$ cat src/assert_macros.svh
// Assertion macros shared by the partitioned multi-stack RTL.
// Needs signals named clock and reset in the scope of each use.
`ifndef ASSERT_MACROS_SVH
`define ASSERT_MACROS_SVH

// A property that must hold at every clock edge outside reset.
`define PMS_ASSERT(label, prop, msg) \
   label: assert property (@(posedge clock) disable iff (reset) prop) else $error(msg);

// A consequence that must hold in the cycle after its antecedent.
`define PMS_ASSERT_NEXT(label, ante, cons, msg) \
   label: assert property (@(posedge clock) disable iff (reset) ante |=> cons) else $error(msg);

`endif

$ cat src/pms_pkg.sv
// Package for the partitioned multi-stack: widths, register indexes, status codes
// and the memory control word. No dependencies.
`timescale 1ns / 1ps

package pms_pkg;

   localparam int NUM_STACKS_DEF = 4;
   localparam int MEM_DEPTH_DEF  = 256;
   localparam int DATA_WIDTH_DEF = 32;

   // Only four stacks can be addressed and sized through the ports.
   localparam int MAX_IDS   = 4;
   localparam int ID_W      = 2;
   localparam int ACT_W     = 3;
   localparam int FILL_W    = 9;
   localparam int CSR_IDX_W = 3;
   localparam int CSR_DAT_W = 9;
   localparam int PORT_W    = 32;
   // Wide enough for any base plus fill and for the largest memory depth.
   localparam int EXT_W     = 13;

   localparam logic [CSR_IDX_W-1:0] CSR_ACTIVE = 3'd0;
   localparam logic [CSR_IDX_W-1:0] CSR_SIZE0  = 3'd1;

   typedef enum logic {
      OP_PUSH,
      OP_POP
   } op_type;

   typedef enum logic [1:0] {
      STATUS_OK,
      STATUS_OVERFLOW,
      STATUS_UNDERFLOW,
      STATUS_INACTIVE
   } status_type;

   typedef struct packed {
      logic en;
      logic we;
   } mem_ctrl_type;

   function automatic int num_ids(input int stacks);
      return (stacks < MAX_IDS) ? stacks : MAX_IDS;
   endfunction

endpackage

$ cat src/pms_ctrl.sv
// Request control of the partitioned multi-stack: region base and capacity,
// fill counters, memory commands and the result register. Depends on pms_pkg.
`timescale 1ns / 1ps

module pms_ctrl #(
   parameter int NUM_IDS    = pms_pkg::MAX_IDS,
   parameter int MEM_DEPTH  = pms_pkg::MEM_DEPTH_DEF,
   parameter int DATA_WIDTH = pms_pkg::DATA_WIDTH_DEF
) (
   input  logic                                       clock,
   input  logic                                       reset,
   input  logic                                       accept,
   input  logic                                       req_operation,
   input  logic [pms_pkg::ID_W-1:0]                   req_stack_id,
   input  logic signed [pms_pkg::PORT_W-1:0]          req_push_value,
   input  logic [pms_pkg::ACT_W-1:0]                  active_stacks,
   input  logic [NUM_IDS-1:0][pms_pkg::FILL_W-1:0]    region_sizes,
   output pms_pkg::mem_ctrl_type                      mem_ctrl,
   output logic [$clog2(MEM_DEPTH)-1:0]               mem_addr,
   output logic [DATA_WIDTH-1:0]                      mem_wdata,
   input  logic [DATA_WIDTH-1:0]                      mem_rdata,
   output logic                                       rsp_valid,
   output logic [1:0]                                 rsp_status,
   output logic signed [pms_pkg::PORT_W-1:0]          rsp_pop_value,
   output logic [pms_pkg::FILL_W-1:0]                 rsp_fill_level
);
   import pms_pkg::*;

   localparam int AW = $clog2(MEM_DEPTH);
   localparam logic [EXT_W-1:0] DEPTH_X = EXT_W'(MEM_DEPTH);
   localparam logic [ACT_W-1:0] IDS_X   = ACT_W'(NUM_IDS);

   logic [NUM_IDS-1:0][FILL_W-1:0] fill_ff;
   logic                           rsp_valid_ff;
   status_type                     rsp_status_ff;
   logic [FILL_W-1:0]              rsp_fill_ff;
   logic                           pop_ok_ff;

   logic                   active_id;
   logic [EXT_W-1:0]       base;
   logic [EXT_W-1:0]       room;
   logic [EXT_W-1:0]       cap;
   logic [EXT_W-1:0]       size_x;
   logic [FILL_W-1:0]      fill_cur;
   logic [EXT_W-1:0]       fill_x;
   logic [EXT_W-1:0]       addr_x;
   logic [FILL_W-1:0]      fill_in;
   logic                   fill_we;
   status_type             status_in;
   logic                   pop_ok_in;

   always_comb begin
      active_id = (ACT_W'(req_stack_id) < active_stacks) && (ACT_W'(req_stack_id) < IDS_X);
      base      = '0;
      size_x    = '0;
      fill_cur  = '0;
      for (int k = 0; k < NUM_IDS; k++) begin
         if (k < int'(req_stack_id)) begin
            base = base + EXT_W'(region_sizes[k]);
         end
         if (ID_W'(k) == req_stack_id) begin
            size_x   = EXT_W'(region_sizes[k]);
            fill_cur = fill_ff[k];
         end
      end
      fill_x = EXT_W'(fill_cur);

      // A region that starts at or past the end of memory has no room.
      room = (base >= DEPTH_X) ? '0 : DEPTH_X - base;
      cap  = (size_x < room) ? size_x : room;

      status_in = STATUS_OK;
      fill_in   = '0;
      fill_we   = 1'b0;
      pop_ok_in = 1'b0;
      addr_x    = base + fill_x;
      mem_ctrl  = '0;
      mem_wdata = DATA_WIDTH'($unsigned(req_push_value));

      if (!active_id) begin
         status_in = STATUS_INACTIVE;
      end else if (op_type'(req_operation) == OP_PUSH) begin
         if (fill_x >= cap) begin
            status_in = STATUS_OVERFLOW;
            fill_in   = fill_cur;
         end else begin
            fill_in     = fill_cur + FILL_W'(1);
            fill_we     = 1'b1;
            mem_ctrl.en = 1'b1;
            mem_ctrl.we = 1'b1;
         end
      end else begin
         if (fill_cur == '0) begin
            status_in = STATUS_UNDERFLOW;
         end else begin
            addr_x  = base + fill_x - EXT_W'(1);
            fill_in = fill_cur - FILL_W'(1);
            fill_we = 1'b1;
            mem_wdata = '0;
            // After a shrink the top may lie past the memory; then nothing is read.
            if (addr_x < DEPTH_X) begin
               pop_ok_in   = 1'b1;
               mem_ctrl.en = 1'b1;
               mem_ctrl.we = 1'b1;
            end
         end
      end

      if (!accept) begin
         mem_ctrl = '0;
      end
   end

   assign mem_addr = addr_x[AW-1:0];

   always_ff @(posedge clock) begin
      if (reset) begin
         fill_ff      <= '0;
         rsp_valid_ff <= 1'b0;
      end else begin
         rsp_valid_ff <= accept;
         if (accept && fill_we) begin
            for (int k = 0; k < NUM_IDS; k++) begin
               if (ID_W'(k) == req_stack_id) begin
                  fill_ff[k] <= fill_in;
               end
            end
         end
      end
   end

   always_ff @(posedge clock) begin
      if (accept) begin
         rsp_status_ff <= status_in;
         rsp_fill_ff   <= fill_in;
         pop_ok_ff     <= pop_ok_in;
      end
   end

   assign rsp_valid      = rsp_valid_ff;
   assign rsp_status     = rsp_status_ff;
   assign rsp_fill_level = rsp_fill_ff;
   assign rsp_pop_value  = pop_ok_ff ? PORT_W'(mem_rdata) : '0;

endmodule

$ cat config.mk
export PLATFORM = sky130hd
export DESIGN_NAME = pms_ctrl
export DESIGN_NICKNAME = d
export VERILOG_FILES = /design/src/assert_macros.svh /design/src/pms_pkg.sv /design/src/pms_ctrl.sv
export SDC_FILE = /design/constraint.sdc
export NUM_CORES = 1
export LEC_CHECK = 0
export BUFFER_PORTS_ARGS = -buffer_cell sky130_fd_sc_hd__buf_2
export CAP_MARGIN = 25
export CORE_AREA = 2 2 86 129
export DETAILED_ROUTE_END_ITERATION = 10
export DIE_AREA = 0 0 88 131
export GPL_TIMING_DRIVEN = 0
export PLACE_DENSITY_LB_ADDON = 0.08
export SLEW_MARGIN = 5
export SYNTH_ARGS = -nofsm -noshare
export SYNTH_HDL_FRONTEND = slang
export SYNTH_SLANG_ARGS = --single-unit
export TNS_END_PERCENT = 10
$ cat constraint.sdc
create_clock -name clock -period 28.4 [get_ports clock]
set_clock_uncertainty 0.2 [all_clocks]
set_input_delay 5.68 -clock clock [delete_from_list [all_inputs] [get_ports clock]]
set_output_delay 5.68 -clock clock [all_outputs]
set_load 0.05 [all_outputs]
==> out/results.ini, run 1 <==
[die]
core_area_um2=10420
dieArea_um2=11530
rows=46
die_h_um=131
pin_count=195
start_util_pct=53.53
die_w_um=88

[setup_path]
required_ps=22520
arrival_ps=14520
endpoint=mem_ctrl[1]
path_max_fanout=10
setup.worst_path.start=req_stack_id[1]
r2r_slack_ps=24380
cpPeakStageDelay_ps=470
reg2reg_from=fill_ff[27]
endpoint_kind=primary output
path_class=in -> out
cp-start-kind=primary input
slowest_stage=a21boi_1
r2r.worst_path.cells=12
timing.rr.end=fill_ff[28]

[pwr]
swShare_pct=46.62
cellLeakagePower_nw=3.221
peakVddDrop_uv=62.02
p_comb_share_pct=58.1
finalPower_mw=0.3506
clkPwrFrac_pct=19.9
cellPowerDensity_nw_per_um2=50.94
pwr-share-seq_pct=22.0
p_int_mw=0.1872
power.switching_mw=0.1634

[placed_design]
routabilityCongestion=0.9319
port-buffer-count=190
dp_hpwl_um=14410
dp_slack_ps=8110

[cells_and_area]
diodes=0
fin_util_pct=66.07
syn_to_final_growth_pct=23.42
layout_commonest_cell=buf_2
drive_gt1_share_pct=28.07
fill_cells=930
final_cell_mix=buf_2, nand2_1, ha_1
num-nets-final=1039

[drt]
vias=5905
finalWirelength_um=18040
drt_iter0_markers=295
dr.pass1.iters=5
via_per_inst=5.767
ant_nets=0
wl_per_cell_um=17.62
drc=0

[run]
maxCapViolations=0

[logic_synthesis]
syn-num-nets=842
netlist_instances=682
syn_avg_cell_area_um2=8.177
ys_warn_count=0
syn_area_um2=5577
synthArstFlopShare_pct=0
ys_seq_elements=49
ys_seq_area_share_pct=19.74
synth_cell_types=75
synth_enable_flop_cells=12
ys.flop_type=dfxtp_1

[timing]
rsz0062_at_grt=no
slew_violations=0
period_share_pct=71.82
max_freq_mhz=49.03
slew_headroom_pct=34.51
worst_pin_slew_ps=976.4
fin_crit_ps=20400
setup_ws_ps=8003
hold_viol=0
setup_viol=0
tns_ps=0

[clock_tree]
clock-sinks=49
cts_tree=done
cts_resized=0
cts_setup_buffers=0
clk_pin_slew_ps=60
htreeDepth=2
root_buffer=clkbuf_16
clk_path_buf_depth=2
cts_buffers=5
clk_latency_ps=300
cts_hold_buffers=0

[hold_path]
hold_class=reg -> reg

[global_route]
grt_pass1_wl_um=26760
antenna_found_initial=0
grt_overflow_total=0
grt_pass1_vias=5602
grt_use_total_pct=29.78
grt_max_degree=18

[run_status]
status=complete, no violations

[Yosys cell counts, drive strengths merged, types with 5 or more instances]
master / n / area, um2
a211oi: 8 / 60.06
a21o: 12 / 90.09
a21oi: 47 / 239.0
a22oi: 5 / 37.54
a32oi: 9 / 78.83
and2: 42 / 262.8
and4: 5 / 43.79
buf: 14 / 105.1
clkbuf: 19 / 71.32
dfxtp: 37 / 740.7
edfxtp: 12 / 360.4
ha: 48 / 600.6
inv: 33 / 123.9
mux4: 18 / 412.9
nand2: 97 / 366.6
nand2b: 10 / 62.56
nand3: 13 / 65.06
nand3b: 7 / 52.55
nor2: 34 / 135.1
nor2b: 44 / 275.3
nor3: 13 / 76.33
nor4: 5 / 61.31
o211ai: 7 / 57.55
o21a: 5 / 37.54
o21ai: 20 / 100.1
o31ai: 8 / 75.08
xnor2: 22 / 192.7
xor2: 24 / 217.7
[stage by stage]
stage	hold slack [ps]	area (um2)	cells
floorplan	231.5	5577	682
detailed placement	248.0	6708	1016
global placement	237.2	6708	1016
finish	254.7	6883	1024
CTS	257.0	6883	1024
global route	279.5	6883	1024
[layout make-up]
class | count | area (um2) | area share (%)
Timing Repair Buffer | 190 | 950.9 | 13.82
Sequential cell | 49 | 1101 | 16.00
Tap cell | 144 | 180.2 | 2.618
Buffer | 33 | 176.4 | 2.563
Clock inverter | 3 | 50.05 | 0.7271
Inverter | 33 | 123.9 | 1.800
Clock buffer | 5 | 125.1 | 1.818
Multi-Input combinational cell | 567 | 4175 | 60.66
[how the worst min path moves through the flow]
stage,to,startpoint,slack [ps],cells past startpoint
3_5_place_dp,fill_ff[12],fill_ff[12],250,2
2_1_floorplan,fill_ff[22],fill_ff[22],230,2
4_1_cts,fill_ff[12],fill_ff[12],260,2
5_1_grt,fill_ff[20],fill_ff[20],280,2
3_3_place_gp,fill_ff[4],fill_ff[4],240,2
6_report,fill_ff[12],fill_ff[12],250,2
[kinds of logic (layout without fill, tap and decap cells)]
group | after synthesis | count (layout) | share of synthesized area [%]
adders and majority gates | 54 | 54 | 12.41
DFF | 49 | 49 | 19.74
muxes | 23 | 23 | 8.324
AOI/OAI and AO/OA | 152 | 152 | 18.91
buffers and inverters | 66 | 264 | 5.385
xor gates and xnor gates | 46 | 46 | 7.359
and+or+nand+nor | 292 | 292 | 27.87
[state kept, by name (all words and copies together), names as in the netlist]
name            flops
fill_ff            36
rsp_fill_level      9
rsp_status          2
pop_ok_ff           1
rsp_valid           1
[metal layers]
metal / vias up / track usage, % / wire length, um
met5: - / 0 / 0
met4: 0 / 17.10 / 922
met3: 56 / 2.638 / 842
met2: 231 / 55.39 / 9385
met1: 2790 / 32.26 / 6892
li1: 2828 / - / -
[power groups by stage]
| stage | clock, mW | combinational (mW) | sequential, mW |
|---|---|---|---|
| after global placement | 0 | 0.197 | 0.0785 |
| final | 0.0698 | 0.204 | 0.0771 |
| after CTS | 0.0710 | 0.203 | 0.0770 |
| after floorplan | 0 | 0.147 | 0.0845 |
| after detailed placement | 0 | 0.202 | 0.0785 |
| after global routing | 0.0729 | 0.221 | 0.0773 |
[critical path: cells and delay by family]
family / cells / cell delay, ps
adder cells (fa/ha/maj): 6 / 1620
XOR/XNOR: 1 / 150
buffers and inverters: 8 / 1360
AO/OA/AOI/OAI: 16 / 3910
AND/OR/NAND/NOR: 11 / 1770
Note: power is estimated with default switching activity, not from simulation.
==> run 2: changes to the inputs <==
--- a/config.mk
+++ b/config.mk
@@ -5,11 +5,12 @@
 export SDC_FILE = /design/constraint.sdc
 export NUM_CORES = 1
 export LEC_CHECK = 0
+export ABC_AREA = 1
 export BUFFER_PORTS_ARGS = -buffer_cell sky130_fd_sc_hd__buf_2
 export CAP_MARGIN = 25
-export CORE_AREA = 2 2 86 129
+export CORE_AREA = 2 2 93 140
 export DETAILED_ROUTE_END_ITERATION = 10
-export DIE_AREA = 0 0 88 131
+export DIE_AREA = 0 0 95 142
 export GPL_TIMING_DRIVEN = 0
 export PLACE_DENSITY_LB_ADDON = 0.08
 export SLEW_MARGIN = 5
==> constraint.sdc (replaced) <==
create_clock -name clock -period 16.5 [get_ports clock]
set_clock_uncertainty 0.2 [all_clocks]
set_input_delay 3.3 -clock clock [delete_from_list [all_inputs] [get_ports clock]]
set_output_delay 3.3 -clock clock [all_outputs]
set_load 0.05 [all_outputs]
==> out/results.ini, run 2 <==
[setup_path]
setup.worst_path.start=req_stack_id[1]
crit_top_cell=nand2_1
path_class=in -> out
cp-start-kind=primary input
reg2reg_from=fill_ff[6]
required_ps=13000
endpoint_kind=primary output
arrival_ps=10990
path_max_fanout=10
slowest_stage=clkbuf_1
cpPeakStageDelay_ps=450

[clock_tree]
cts_tree=done
cts_setup_buffers=0
htreeDepth=2
clk_path_buf_depth=2
clk_pin_slew_ps=60
cts_resized=0
root_buffer=clkbuf_16
cts_hold_buffers=0
clock-sinks=49
cts_buffers=5
clk_latency_ps=290

[die]
dieArea_um2=13490
start_util_pct=45.77
core_area_um2=12320
die_h_um=142
pin_count=195
die_w_um=95
rows=50

[logic_synthesis]
netlist.area_leader.share_pct=14.64
netlist_instances=947
ys.flop_type=dfxtp_1
synthArstFlopShare_pct=0
synthTopCellsByArea=nand2_1, dfxtp_1, inv_1, ha_1, nand3_1
syn_area_um2=5640
yosysTopAreaCell=nand2_1
syn_avg_cell_area_um2=5.956
ys_seq_elements=49
synth_common_cells=nand2_1, inv_1, nor2_1
syn-num-nets=1107
synth.most_common_cell=nand2_1
ys_seq_area_share_pct=19.52
synth_cell_types=43
ys_warn_count=0
synth_enable_flop_cells=12

[cells_and_area]
syn_to_final_growth_pct=23.29
drive_gt1_share_pct=19.77
final_cell_mix=nand2_1, buf_2, inv_1
num-nets-final=1307
diodes=0
design_area_um2=6954
regMostFlops=fill_ff
instances_no_fill=1304
largest_register_ffs=36
layout_commonest_cell=nand2_1

[timing]
tns_ps=0
period_share_pct=87.85
rsz0062_at_grt=no
slew_violations=0
setup_ws_ps=2005
slew_headroom_pct=52.81
max_freq_mhz=68.99
setup_viol=0
holdWs_ps=341.2
fin_crit_ps=14490
hold_viol=0
worst_pin_slew_ps=700.5

[placed_design]
routabilityCongestion=0.9277
dp_slack_ps=2062
dp_hpwl_um=14530
postPlaceCellArea_um2=6802
numPlacedInstances=1296
port-buffer-count=193

[drt]
dr.pass1.iters=5
drt_iter0_markers=311
ant_nets=0
via_per_inst=4.988
vias=6505
finalWirelength_um=17200
wl_per_cell_um=13.19
drc=0

[hold_path]
min-delay-start=fill_ff[12]
hold_class=reg -> reg

[pwr]
peakVddDrop_uv=59.16
cellPowerDensity_nw_per_um2=91.96
cellLeakagePower_nw=4.075

[global_route]
grt_pass1_wl_um=27430
antenna_found_initial=0
grt_max_degree=16
grt_use_total_pct=24.90
grt_pass1_vias=5997
grt_overflow_total=0

[run_status]
status=complete, no violations

[run]
maxCapViolations=0

run 2: per-stage QoR:
step	power, mW	utilization, %
after floorplan	0.4401	-
after global placement	0.5340	55.19
after detailed placement	0.5370	55.19
after CTS	0.6404	56.43
after global routing	0.6907	56.43
final	0.6395	56.43
run 2: worst max-delay path: cells and delay by family:
| family | cells | cell delay [ps] |
|---|---|---|
| AO/OA/AOI/OAI | 10 | 2000 |
| AND/OR/NAND/NOR | 19 | 2380 |
| buffers and inverters | 8 | 1350 |
| adder cells (fa/ha/maj) | 6 | 1970 |
run 2: kinds of logic after synthesis:
kind of cell               count (synthesis)  share of synthesized area (%)
buffers and inverters                    212                          14.42
and+or+nand+nor                          422                          31.94
xor gates and xnor gates                  25                          3.882
adders and majority gates                 51                          11.71
DFF                                       49                          19.52
AOI/OAI and AO/OA                        188                          18.52
run 2: path summary, 6_finish.rpt:
| path | depth (start not counted) | slack, ps | end |
|---|---|---|---|
| max | 43 | 2010 | mem_ctrl[1] |
| max reg2reg | 13 | 12840 | fill_ff[17] |
| min | 2 | 340 | fill_ff[12] |
| min reg2reg | 2 | 340 | fill_ff[12] |
run 2: per-layer routing:
metal	track usage [%]	share of wire [%]
met5	0	0
met2	48.64	52
met4	4.577	1.4
met3	2.542	6.0
met1	28.70	41
run 2: area by class of cell:
| cell class | instances | area [um2] |
|---|---|---|
| fillers | 1340 | 5370 |
| multi-input cells | 686 | 3726 |
| flip-flops and latches | 49 | 1101 |
| repair buffers | 193 | 965.9 |
| inverters | 186 | 698.2 |
| well taps | 156 | 195.2 |
| clock buffers | 6 | 138.9 |
| plain buffers | 26 | 115.1 |
| clock inverters | 2 | 13.76 |
run 2: where the power goes:
part | switching (mW) | internal [mW] | leakage, nW | total, mW
sequential | 0.00390 | 0.134 | 0.422 | 0.138
clock | 0.0439 | 0.0603 | 0.0768 | 0.104
combinational | 0.281 | 0.116 | 3.58 | 0.397
total | 0.329 | 0.310 | 4.08 | 0.640
