File: src/assert_macros.svh
// Assertion macros shared by the partitioned multi-stack RTL.
// Needs signals named clock and reset in the scope of each use.
`ifndef ASSERT_MACROS_SVH
`define ASSERT_MACROS_SVH

// A property that must hold at every clock edge outside reset.
`define PMS_ASSERT(label, prop, msg) \
   label: assert property (@(posedge clock) disable iff (reset) prop) else $error(msg);

// A consequence that must hold in the cycle after its antecedent.
`define PMS_ASSERT_NEXT(label, ante, cons, msg) \
   label: assert property (@(posedge clock) disable iff (reset) ante |=> cons) else $error(msg);

`endif

File: src/pms_pkg.sv
// Package for the partitioned multi-stack: widths, register indexes, status codes
// and the memory control word. No dependencies.
`timescale 1ns / 1ps

package pms_pkg;

   localparam int NUM_STACKS_DEF = 4;
   localparam int MEM_DEPTH_DEF  = 256;
   localparam int DATA_WIDTH_DEF = 32;

   // Only four stacks can be addressed and sized through the ports.
   localparam int MAX_IDS   = 4;
   localparam int ID_W      = 2;
   localparam int ACT_W     = 3;
   localparam int FILL_W    = 9;
   localparam int CSR_IDX_W = 3;
   localparam int CSR_DAT_W = 9;
   localparam int PORT_W    = 32;
   // Wide enough for any base plus fill and for the largest memory depth.
   localparam int EXT_W     = 13;

   localparam logic [CSR_IDX_W-1:0] CSR_ACTIVE = 3'd0;
   localparam logic [CSR_IDX_W-1:0] CSR_SIZE0  = 3'd1;

   typedef enum logic {
      OP_PUSH,
      OP_POP
   } op_type;

   typedef enum logic [1:0] {
      STATUS_OK,
      STATUS_OVERFLOW,
      STATUS_UNDERFLOW,
      STATUS_INACTIVE
   } status_type;

   typedef struct packed {
      logic en;
      logic we;
   } mem_ctrl_type;

   function automatic int num_ids(input int stacks);
      return (stacks < MAX_IDS) ? stacks : MAX_IDS;
   endfunction

endpackage

File: src/pms_csr.sv
// Configuration registers of the partitioned multi-stack: active stack count
// and region sizes. Depends on pms_pkg.
`timescale 1ns / 1ps

module pms_csr #(
   parameter int NUM_IDS = pms_pkg::MAX_IDS
) (
   input  logic                                       clock,
   input  logic                                       reset,
   input  logic                                       wr_en,
   input  logic [pms_pkg::CSR_IDX_W-1:0]              wr_index,
   input  logic [pms_pkg::CSR_DAT_W-1:0]              wr_data,
   output logic [pms_pkg::ACT_W-1:0]                  active_stacks,
   output logic [NUM_IDS-1:0][pms_pkg::FILL_W-1:0]    region_sizes
);
   import pms_pkg::*;

   logic [ACT_W-1:0]                 active_ff;
   logic [NUM_IDS-1:0][FILL_W-1:0]   sizes_ff;

   always_ff @(posedge clock) begin
      if (reset) begin
         active_ff <= ACT_W'(1);
         sizes_ff  <= '0;
      end else if (wr_en) begin
         if (wr_index == CSR_ACTIVE) begin
            active_ff <= wr_data[ACT_W-1:0];
         end
         // Size registers for stacks that do not exist are dropped.
         for (int k = 0; k < NUM_IDS; k++) begin
            if (wr_index == CSR_SIZE0 + CSR_IDX_W'(k)) begin
               sizes_ff[k] <= wr_data[FILL_W-1:0];
            end
         end
      end
   end

   assign active_stacks = active_ff;
   assign region_sizes  = sizes_ff;

endmodule

File: config.mk
export PLATFORM = sky130hd
export DESIGN_NAME = pms_csr
export DESIGN_NICKNAME = d
export VERILOG_FILES = /design/src/assert_macros.svh /design/src/pms_pkg.sv /design/src/pms_csr.sv
export SDC_FILE = /design/constraint.sdc
export NUM_CORES = 1
export LEC_CHECK = 0
export BUFFER_PORTS_ARGS = -buffer_cell sky130_fd_sc_hd__buf_2
export CAP_MARGIN = 20
export CORE_MARGIN = 5
export CORE_UTILIZATION = 49
export CTS_BUF_LIST = sky130_fd_sc_hd__clkbuf_4 sky130_fd_sc_hd__clkbuf_8 sky130_fd_sc_hd__clkbuf_16
export DETAILED_ROUTE_END_ITERATION = 6
export HOLD_SLACK_MARGIN = 0.1
export PLACE_DENSITY_LB_ADDON = 0.2
export SYNTH_ARGS = -nofsm -noshare
export SYNTH_HDL_FRONTEND = slang
export SYNTH_SLANG_ARGS = --single-unit
File: constraint.sdc
create_clock -name clock -period 1.3 [get_ports clock]
set_input_delay 0.26 -clock clock [delete_from_list [all_inputs] [get_ports clock]]
set_output_delay 0.26 -clock clock [all_outputs]
set_load 0.1 [all_outputs]
==> results of run 1 <==
-- worst max-delay path by stage --
| stage | to | cells after the start | from | slack, ns |
|---|---|---|---|---|
| global placement | active_stacks[2] | 3 | wr_index[0] | 0.05 |
| detailed placement | active_stacks[1] | 3 | wr_index[0] | 0.01 |
| global route | region_sizes[15] | 1 | region_sizes[15] | 0.02 |
| floorplan | active_stacks[0] | 2 | active_stacks[0] | 0.06 |
| CTS | region_sizes[15] | 1 | region_sizes[15] | 0.04 |
| finish | region_sizes[26] | 1 | region_sizes[26] | 0.06 |
-- worst reg2reg max path: stages, from the launching register on --
cell and delay [ns]:
dfxtp_1 0.43, nand2b_1 0.09, mux2i_1 0.12
-- Yosys cell counts --
cell type  instances  area (um2)
nand2b_1          47         294
dfxtp_1           39         781
mux2i_1           39         390
buf_2              5        25.0
clkbuf_1           5        18.8
nand4bb_1          2        22.5
nor2_1             2        7.51
nand4b_1           1        8.76
nor4bb_1           1        10.0
or4b_1             1        10.0
-- metrics by stage --
stage | setup slack, ns | util, % | instance area (um2)
finish | 0.0584 | 84.1 | 2570
global route | 0.0198 | 84.1 | 2570
CTS | 0.0433 | 84.1 | 2570
detailed placement | 0.0129 | 82.2 | 2510
global placement | 0.0460 | 82.2 | 2510
floorplan | 0.0620 | - | 1570
-- power by group --
| part | internal [W] | total [W] | leakage [nW] | switching (W) |
|---|---|---|---|---|
| Combinational | 0.000181 | 0.000459 | 0.815 | 0.000279 |
| Clock | 0.000252 | 0.000632 | 0.0361 | 0.000379 |
| Sequential | 0.00122 | 0.00125 | 0.316 | 0.0000300 |
-- per-layer routing --
layer / global-route usage [%] / part of all wire, % / vias up
li1: - / - / 583
met1: 22.0 / 42 / 583
met2: 34.8 / 50 / 43
met3: 5.90 / 5.4 / 9
met4: 11.4 / 2.5 / 0
met5: 0 / 0 / -
-- cell families after synthesis --
logic type	after synthesis	share of synthesized area [%]
mux	39	24.9
simple gates	54	22.5
buf+inv	10	2.79
flops	39	49.8
-- cell type report --
class | instances | area [um2]
clock inverters | 1 | 5.00
flip-flops and latches | 39 | 781
well taps | 44 | 55.1
repair buffers | 60 | 916
fillers | 183 | 485
multi-input cells | 93 | 758
clock buffers | 7 | 52.6
-- state kept, by name (all words and copies together) (netlist names) --
signal,count
region_sizes,36
active_stacks,3
==> metrics.cfg, run 1 <==
[run_status]
outcome = completed

[logic_synthesis]
syn_nets = 157
syn_area_um2 = 1570
yosysWarnings = 0
synthCells = 142
synth-seq-area-share_pct = 49.8
ys_ff_latch = 39
ys_types = 10
avgSynthCellArea_um2 = 11.0

[sta]
finalCritPeriodShare_pct = 95.5
setup-tns-final_ns = 0
setup_viol = 0
fin_crit_ns = 1.24
relSlewSlack_pct = 82.7
tightest_slew_ns = 0.259
rsz0062_at_grt = no
slew_viol_final = 0
finalHoldViolCount = 0
finClkSkew_ns = 0
hold_ws_ns = 0.198
fmax_mhz = 805

[finish]
final_common_cell = nand2b_1
final_cell_mix = nand2b_1, buf_12, mux2i_1, dfxtp_1, buf_2
areaGrowthSynthToFinish_pct = 63.8
antenna_cells = 0
nets = 214
final_cell_count_no_fill = 244
drive_gt1_share_pct = 34.5

[die]
start_util_pct = 51.4
pin_count = 54
rows = 20
coreArea_um2 = 3050
die_area_um2 = 4430
fp.dieW_um = 66.6
die_y_um = 66.6

[clock_network]
postCtsSetupRepairBufs = 0
cts_tree = done
htree_levels = 2
path_clk_slew_ns = 0.11
cts_made_buffers = 5
cts_buffer_depth = 2
root_buffer = clkbuf_4
cts-resized-gates = 0
clk_latency_ns = 0.34
holdBufCountCts = 0
cts_sinks = 39

[power_and_ir_drop]
irDropWorstVdd_uv = 808
p_leak_nw = 1.17
finalPower_w = 0.00234
power_density_nw_per_um2 = 912

[placement]
place_inst = 236
numPortBuffers = 53
dp_hpwl_um = 2920
place.gp.congestion = 0.701

[detailed_routing]
ant_nets = 0
avgRoutedWirePerCell_um = 16.1
drc = 0
via_count = 1218
dr.first_iter.drc_count = 77
vias_per_cell = 4.99
drt-pass1-iter-count = 4
wirelength_um = 3920

[critical_path]
rr_worst_depth = 2
crit_path_start_kind = register
crit_required_ns = 1.04
critPathCaptureType = primary output
cp.arrival_ns = 0.98
worst-path-buf-inv = 1
r2r-start = region_sizes[26]
path_cells = buf_12
regToRegSetupSlack_ns = 0.60
r2r-end = region_sizes[26]
slowest_stage = dfxtp_1
crit_family = flip-flops
worst-path-max-fanout = 2
crit_type = register to primary output
worst_path_largest_cell_delay_ns = 0.43

[global_routing]
grt_pass1_vias = 1355
grt_pass1_wl_um = 6550
track_usage_pct = 20.2
grt_max_degree = 50
grt_overflow = 0
antenna_found_initial = 0

[hold_path]
holdPathEnd = active_stacks[0]
hold_depth = 3
hp-class = input pin to register
hold_path_startpoint = wr_data[0]

[run]
maxCapViolations = 0

Note: power is estimated with default switching activity, not from simulation.
==> inputs of run 2 (changes only) <==
--- a/config.mk
+++ b/config.mk
@@ -8,3 +8,2 @@
 export BUFFER_PORTS_ARGS = -buffer_cell sky130_fd_sc_hd__buf_2
-export CAP_MARGIN = 20
 export CORE_MARGIN = 5
==> constraint.sdc (replaced) <==
create_clock -name clock -period 1.3 [get_ports clock]
set_input_delay 0.195 -clock clock [delete_from_list [all_inputs] [get_ports clock]]
set_output_delay 0.195 -clock clock [all_outputs]
set_load 0.1 [all_outputs]
==> metrics.cfg, run 2 (synthesis results as in run 1) <==
[global_routing]
grt_pass1_wl_um = 5750  ; -12%
grtUsageMet3_pct = 5.90  ; unchanged
top_usage_layer = met2
met1_usage_pct = 20.0  ; -1.9 points
grt_overflow = 0  ; unchanged
antenna_found_initial = 0  ; unchanged
use_met2_pct = 30.2  ; -4.6 points
grt_max_degree = 50  ; unchanged
track_usage_pct = 17.5  ; -2.7 points
grt_pass1_vias = 1262  ; -6.9%

[critical_path]
cp.arrival_ns = 1.02  ; +0.04 ns
critPathCaptureType = primary output
slowest_stage = dfxtp_1
rr_worst_depth = 2  ; unchanged
r2r-start = active_stacks[0]
crit_cells = 1  ; unchanged
crit_path_start_kind = register
regToRegSetupSlack_ns = 0.63  ; +0.03 ns
crit_type = register to primary output
r2r-end = active_stacks[0]
worst-path-max-fanout = 2  ; unchanged
path_cells = buf_4
crit_required_ns = 1.11  ; +0.07 ns
crit_family = flip-flops
worst_path_largest_cell_delay_ns = 0.38  ; -0.05 ns
worst-path-buf-inv = 1  ; unchanged

[run_status]
outcome = completed

[power_and_ir_drop]
p_leak_nw = 1.04  ; -11%
power_density_nw_per_um2 = 1070  ; +17%
irDropWorstVdd_uv = 690  ; -15%
finalPower_w = 0.00220  ; -6.0%

[run]
maxCapViolations = 0  ; unchanged

[clock_network]
path_clk_slew_ns = 0.11  ; about the same
root_buffer = clkbuf_4
cts_buffer_depth = 2  ; unchanged
cts_made_buffers = 5  ; unchanged
htree_levels = 2  ; unchanged
postCtsSetupRepairBufs = 0  ; unchanged
holdBufCountCts = 0  ; unchanged
clk_latency_ns = 0.33  ; about the same
cts_sinks = 39  ; unchanged
cts_tree = done

[detailed_routing]
dr.first_iter.drc_count = 56  ; -27%
via_count = 1176  ; -3.4%
drt-pass1-iter-count = 4  ; unchanged
wirelength_um = 3580  ; -8.7%
drc = 0  ; unchanged
ant_nets = 0  ; unchanged
vias_per_cell = 4.90  ; -1.8%
avgRoutedWirePerCell_um = 14.9  ; -7.2%

[die]
rows = 20  ; unchanged
start_util_pct = 51.4  ; unchanged
pin_count = 54  ; unchanged
fp.dieW_um = 66.6  ; unchanged
die_area_um2 = 4430  ; unchanged
coreArea_um2 = 3050  ; unchanged
die_y_um = 66.6  ; unchanged

[placement]
placed_area_um2 = 1920  ; -23%
place.gp.congestion = 0.722  ; +3.0%
numPortBuffers = 53  ; unchanged
place_ws_ns = 0.0696  ; +0.0567 ns
dp_hpwl_um = 2420  ; -17%
place_inst = 234  ; -0.85%

[finish]
final_cell_count_no_fill = 240  ; -1.6%
final_common_cell = nand2b_1
drive_gt1_share_pct = 33.2  ; -1.3 points
antenna_cells = 0  ; unchanged
final_cell_mix = nand2b_1, buf_4, mux2i_1, dfxtp_1, buf_2
largest_register_ffs = 36  ; unchanged
nets = 212  ; -0.93%
fin_area_um2 = 2060  ; -20%
areaGrowthSynthToFinish_pct = 31.7

[sta]
fin_crit_ns = 1.22  ; -0.0221 ns
setup-tns-final_ns = 0  ; unchanged
rsz0062_at_grt = no
finalCritPeriodShare_pct = 93.8  ; -1.7 points
tightest_slew_ns = 0.306  ; +0.0468 ns
finalHoldViolCount = 0  ; unchanged
slew_viol_final = 0  ; unchanged
setup_viol = 0  ; unchanged
setup_ws_ns = 0.0805  ; +0.0221 ns
fmax_mhz = 820  ; +1.8%
relSlewSlack_pct = 79.7  ; -3.0 points
finClkSkew_ns = 0  ; unchanged

[hold_path]
hold_depth = 3  ; unchanged
hp-class = input pin to register
hold_path_startpoint = wr_data[4]
holdPathEnd = region_sizes[4]

## run 2: cell types whose count changed in the layout (fill, tap and decap cells not counted), sizes merged
| cell | before | now |
|---|---|---|
| buf | 60 | 57 |
| clkinv | 1 | 0 |
## run 2: where the power goes
part | internal, W | total, W | switching (W)
Sequential | 0.00122 | 0.00124 | 0.0000148
Combinational | 0.000116 | 0.000393 | 0.000277
Clock | 0.000214 | 0.000573 | 0.000360
## run 2: per-stage QoR
stage / hold slack (ns) / util (%)
global placement: 0.457 / 63.0
detailed placement: 0.461 / 63.0
floorplan: 0.356 / -
global route: 0.180 / 67.6
CTS: 0.125 / 67.5
finish: 0.182 / 67.6
## run 2: metal layers
metal	up-vias	share of wire [%]	routed length, um
met3	5	5.4	195
li1	580	-	-
met5	-	0	0
met4	0	1.3	46
met2	38	48	1700
met1	553	46	1640
## run 2: layout make-up
| cell class | instances | area [um2] |
|---|---|---|
| Timing Repair Buffer | 58 | 425 |
| Sequential cell | 39 | 781 |
| Fill cell | 271 | 988 |
| Clock buffer | 6 | 45.0 |
| Multi-Input combinational cell | 93 | 758 |
| Tap cell | 44 | 55.1 |
## run 2: worst max-delay path by stage
| stage | start | endpoint | slack (ns) |
|---|---|---|---|
| 2_1_floorplan | active_stacks[0] | active_stacks[0] | 0.06 |
| 3_3_place_gp | wr_index[0] | active_stacks[2] | 0.11 |
| 3_5_place_dp | wr_index[0] | active_stacks[1] | 0.07 |
| 4_1_cts | region_sizes[2] | region_sizes[2] | 0.0004 |
| 5_1_grt | region_sizes[13] | region_sizes[13] | 0.02 |
| 6_report | region_sizes[13] | region_sizes[13] | 0.08 |
## run 2: repair_timing
item / CTS / global route
cloned: 0 / 0
gates resized for setup: 38 / 1
setup endpoints to repair: 38 / 1
==> inputs of run 3 (changes only) <==
Clock period 1.3 ns to 1.4 ns, I/O delays scaled along.
==> metrics.cfg, run 3 (synthesis results as in run 1) <==
[critical_path]
crit_family = buffers and inverters
crit_required_ns = 1.19  ; +0.08 ns
crit_path_start_kind = register
worst_path_largest_cell_delay_ns = 0.43  ; +0.05 ns
path_cells = buf_2
crit_type = register to primary output
worst-path-buf-inv = 1  ; unchanged
worst-path-max-fanout = 2  ; unchanged
slowest_stage = buf_2
critPathCaptureType = primary output
cp.arrival_ns = 1.13  ; +0.11 ns

[clock_network]
cts_sinks = 39  ; unchanged
htree_levels = 2  ; unchanged
cts_buffer_depth = 2  ; unchanged
cts_tree = done
cts_made_buffers = 5  ; unchanged
postCtsSetupRepairBufs = 0  ; unchanged
clk_latency_ns = 0.33  ; about the same
holdBufCountCts = 0  ; unchanged
root_buffer = clkbuf_4
path_clk_slew_ns = 0.12  ; about the same

[global_routing]
grt_max_degree = 46  ; -8.0%
antenna_found_initial = 0  ; unchanged
track_usage_pct = 17.3  ; -0.20 points
grt_overflow = 0  ; unchanged
grt_pass1_wl_um = 5820  ; +1.2%
grt_pass1_vias = 1219  ; -3.4%

[sta]
setup_viol = 0  ; unchanged
fin_crit_ns = 1.34
tightest_slew_ns = 0.556  ; +0.250 ns
setup-tns-final_ns = 0  ; unchanged
slew_viol_final = 0  ; unchanged
finClkSkew_ns = 0  ; unchanged
fmax_mhz = 746
rsz0062_at_grt = no
finalCritPeriodShare_pct = 95.7
finalHoldViolCount = 0  ; unchanged
relSlewSlack_pct = 63.0  ; -17 points

[finish]
drive_gt1_share_pct = 33.8  ; +0.68 points
final_cell_count_no_fill = 242  ; +0.83%
areaGrowthSynthToFinish_pct = 28.3
regArea_um2 = 781  ; unchanged
largest_register_ffs = 36  ; unchanged
antenna_cells = 0  ; unchanged
fillers = 264  ; -2.6%
final_common_cell = nand2b_1
multiInputGateArea_um2 = 758  ; unchanged
final_cell_mix = nand2b_1, buf_2, mux2i_1, dfxtp_1, clkbuf_4
nets = 212  ; unchanged

[run]
maxCapViolations = 0  ; unchanged

[run_status]
outcome = completed

[die]
die_area_um2 = 4430  ; unchanged
rows = 20  ; unchanged
die_y_um = 66.6  ; unchanged
pin_count = 54  ; unchanged
fp.dieW_um = 66.6  ; unchanged
start_util_pct = 51.4  ; unchanged
coreArea_um2 = 3050  ; unchanged

[placement]
dp_hpwl_um = 2410  ; -0.67%
place.gp.congestion = 0.768  ; +6.4%
numPortBuffers = 53  ; unchanged
place_inst = 234  ; unchanged

[detailed_routing]
ant_nets = 0  ; unchanged
vias_per_cell = 4.81  ; -1.8%
avgRoutedWirePerCell_um = 13.9  ; -6.7%
drc = 0  ; unchanged
wirelength_um = 3370  ; -5.9%
via_count = 1164  ; -1.0%
drt-pass1-iter-count = 4  ; unchanged
dr.first_iter.drc_count = 61  ; +8.9%

[power_and_ir_drop]
power_density_nw_per_um2 = 1130  ; +5.8%
p_leak_nw = 1.05  ; +0.77%
irDropWorstVdd_uv = 873  ; +26%

[hold_path]
hp-class = input pin to register

## run 3: area by class of cell
cell class                      instances  area share (%)
Timing Repair Buffer                   58            16.4
Clock buffer                            6            2.55
Sequential cell                        39            38.8
Multi-Input combinational cell         93            37.7
Clock inverter                          2            1.74
Tap cell                               44            2.74
## run 3: final timing paths
path                          from          endpoint  slack [ns]  depth (start not counted)
hold / removal          wr_data[0]  active_stacks[0]        0.16                          3
setup reg to reg  region_sizes[34]  region_sizes[34]        0.73                          2
setup / recovery  region_sizes[30]  region_sizes[30]        0.06                          1
hold reg to reg   region_sizes[20]  region_sizes[20]        0.48                          2
## run 3: routing by layer
layer / part of all wire [%] / GRT usage (%)
met5: 0 / 0
met4: 1.3 / 5.33
met3: 7.1 / 6.75
met2: 48 / 28.2
met1: 43 / 20.9
## run 3: timing repair
action	in CTS	in global routing
gates resized for setup	0	11
setup endpoints to repair	0	11
endpoints found under the hold margin	0	0
## run 3: report_power, final
group,leakage (nW),switching (W),internal (W),total [W]
clock network,0.0482,0.000355,0.000422,0.000777
registers,0.316,0.0000122,0.00113,0.00115
logic,0.682,0.000255,0.0000910,0.000346
## run 3: through the flow
stage               instance area (um2)  util [%]  hold WS, ns  total power [W]  worst slack [ns]
floorplan                          1570         -        0.371          0.00144             0.162
global placement                   1900      62.1        0.456          0.00151             0.191
detailed placement                 1900      62.1        0.459          0.00151             0.147
CTS                                1980      65.0        0.143          0.00229            0.0281
global route                       2010      65.9        0.150          0.00237          0.000552
finish                             2010      65.9        0.159          0.00227            0.0602
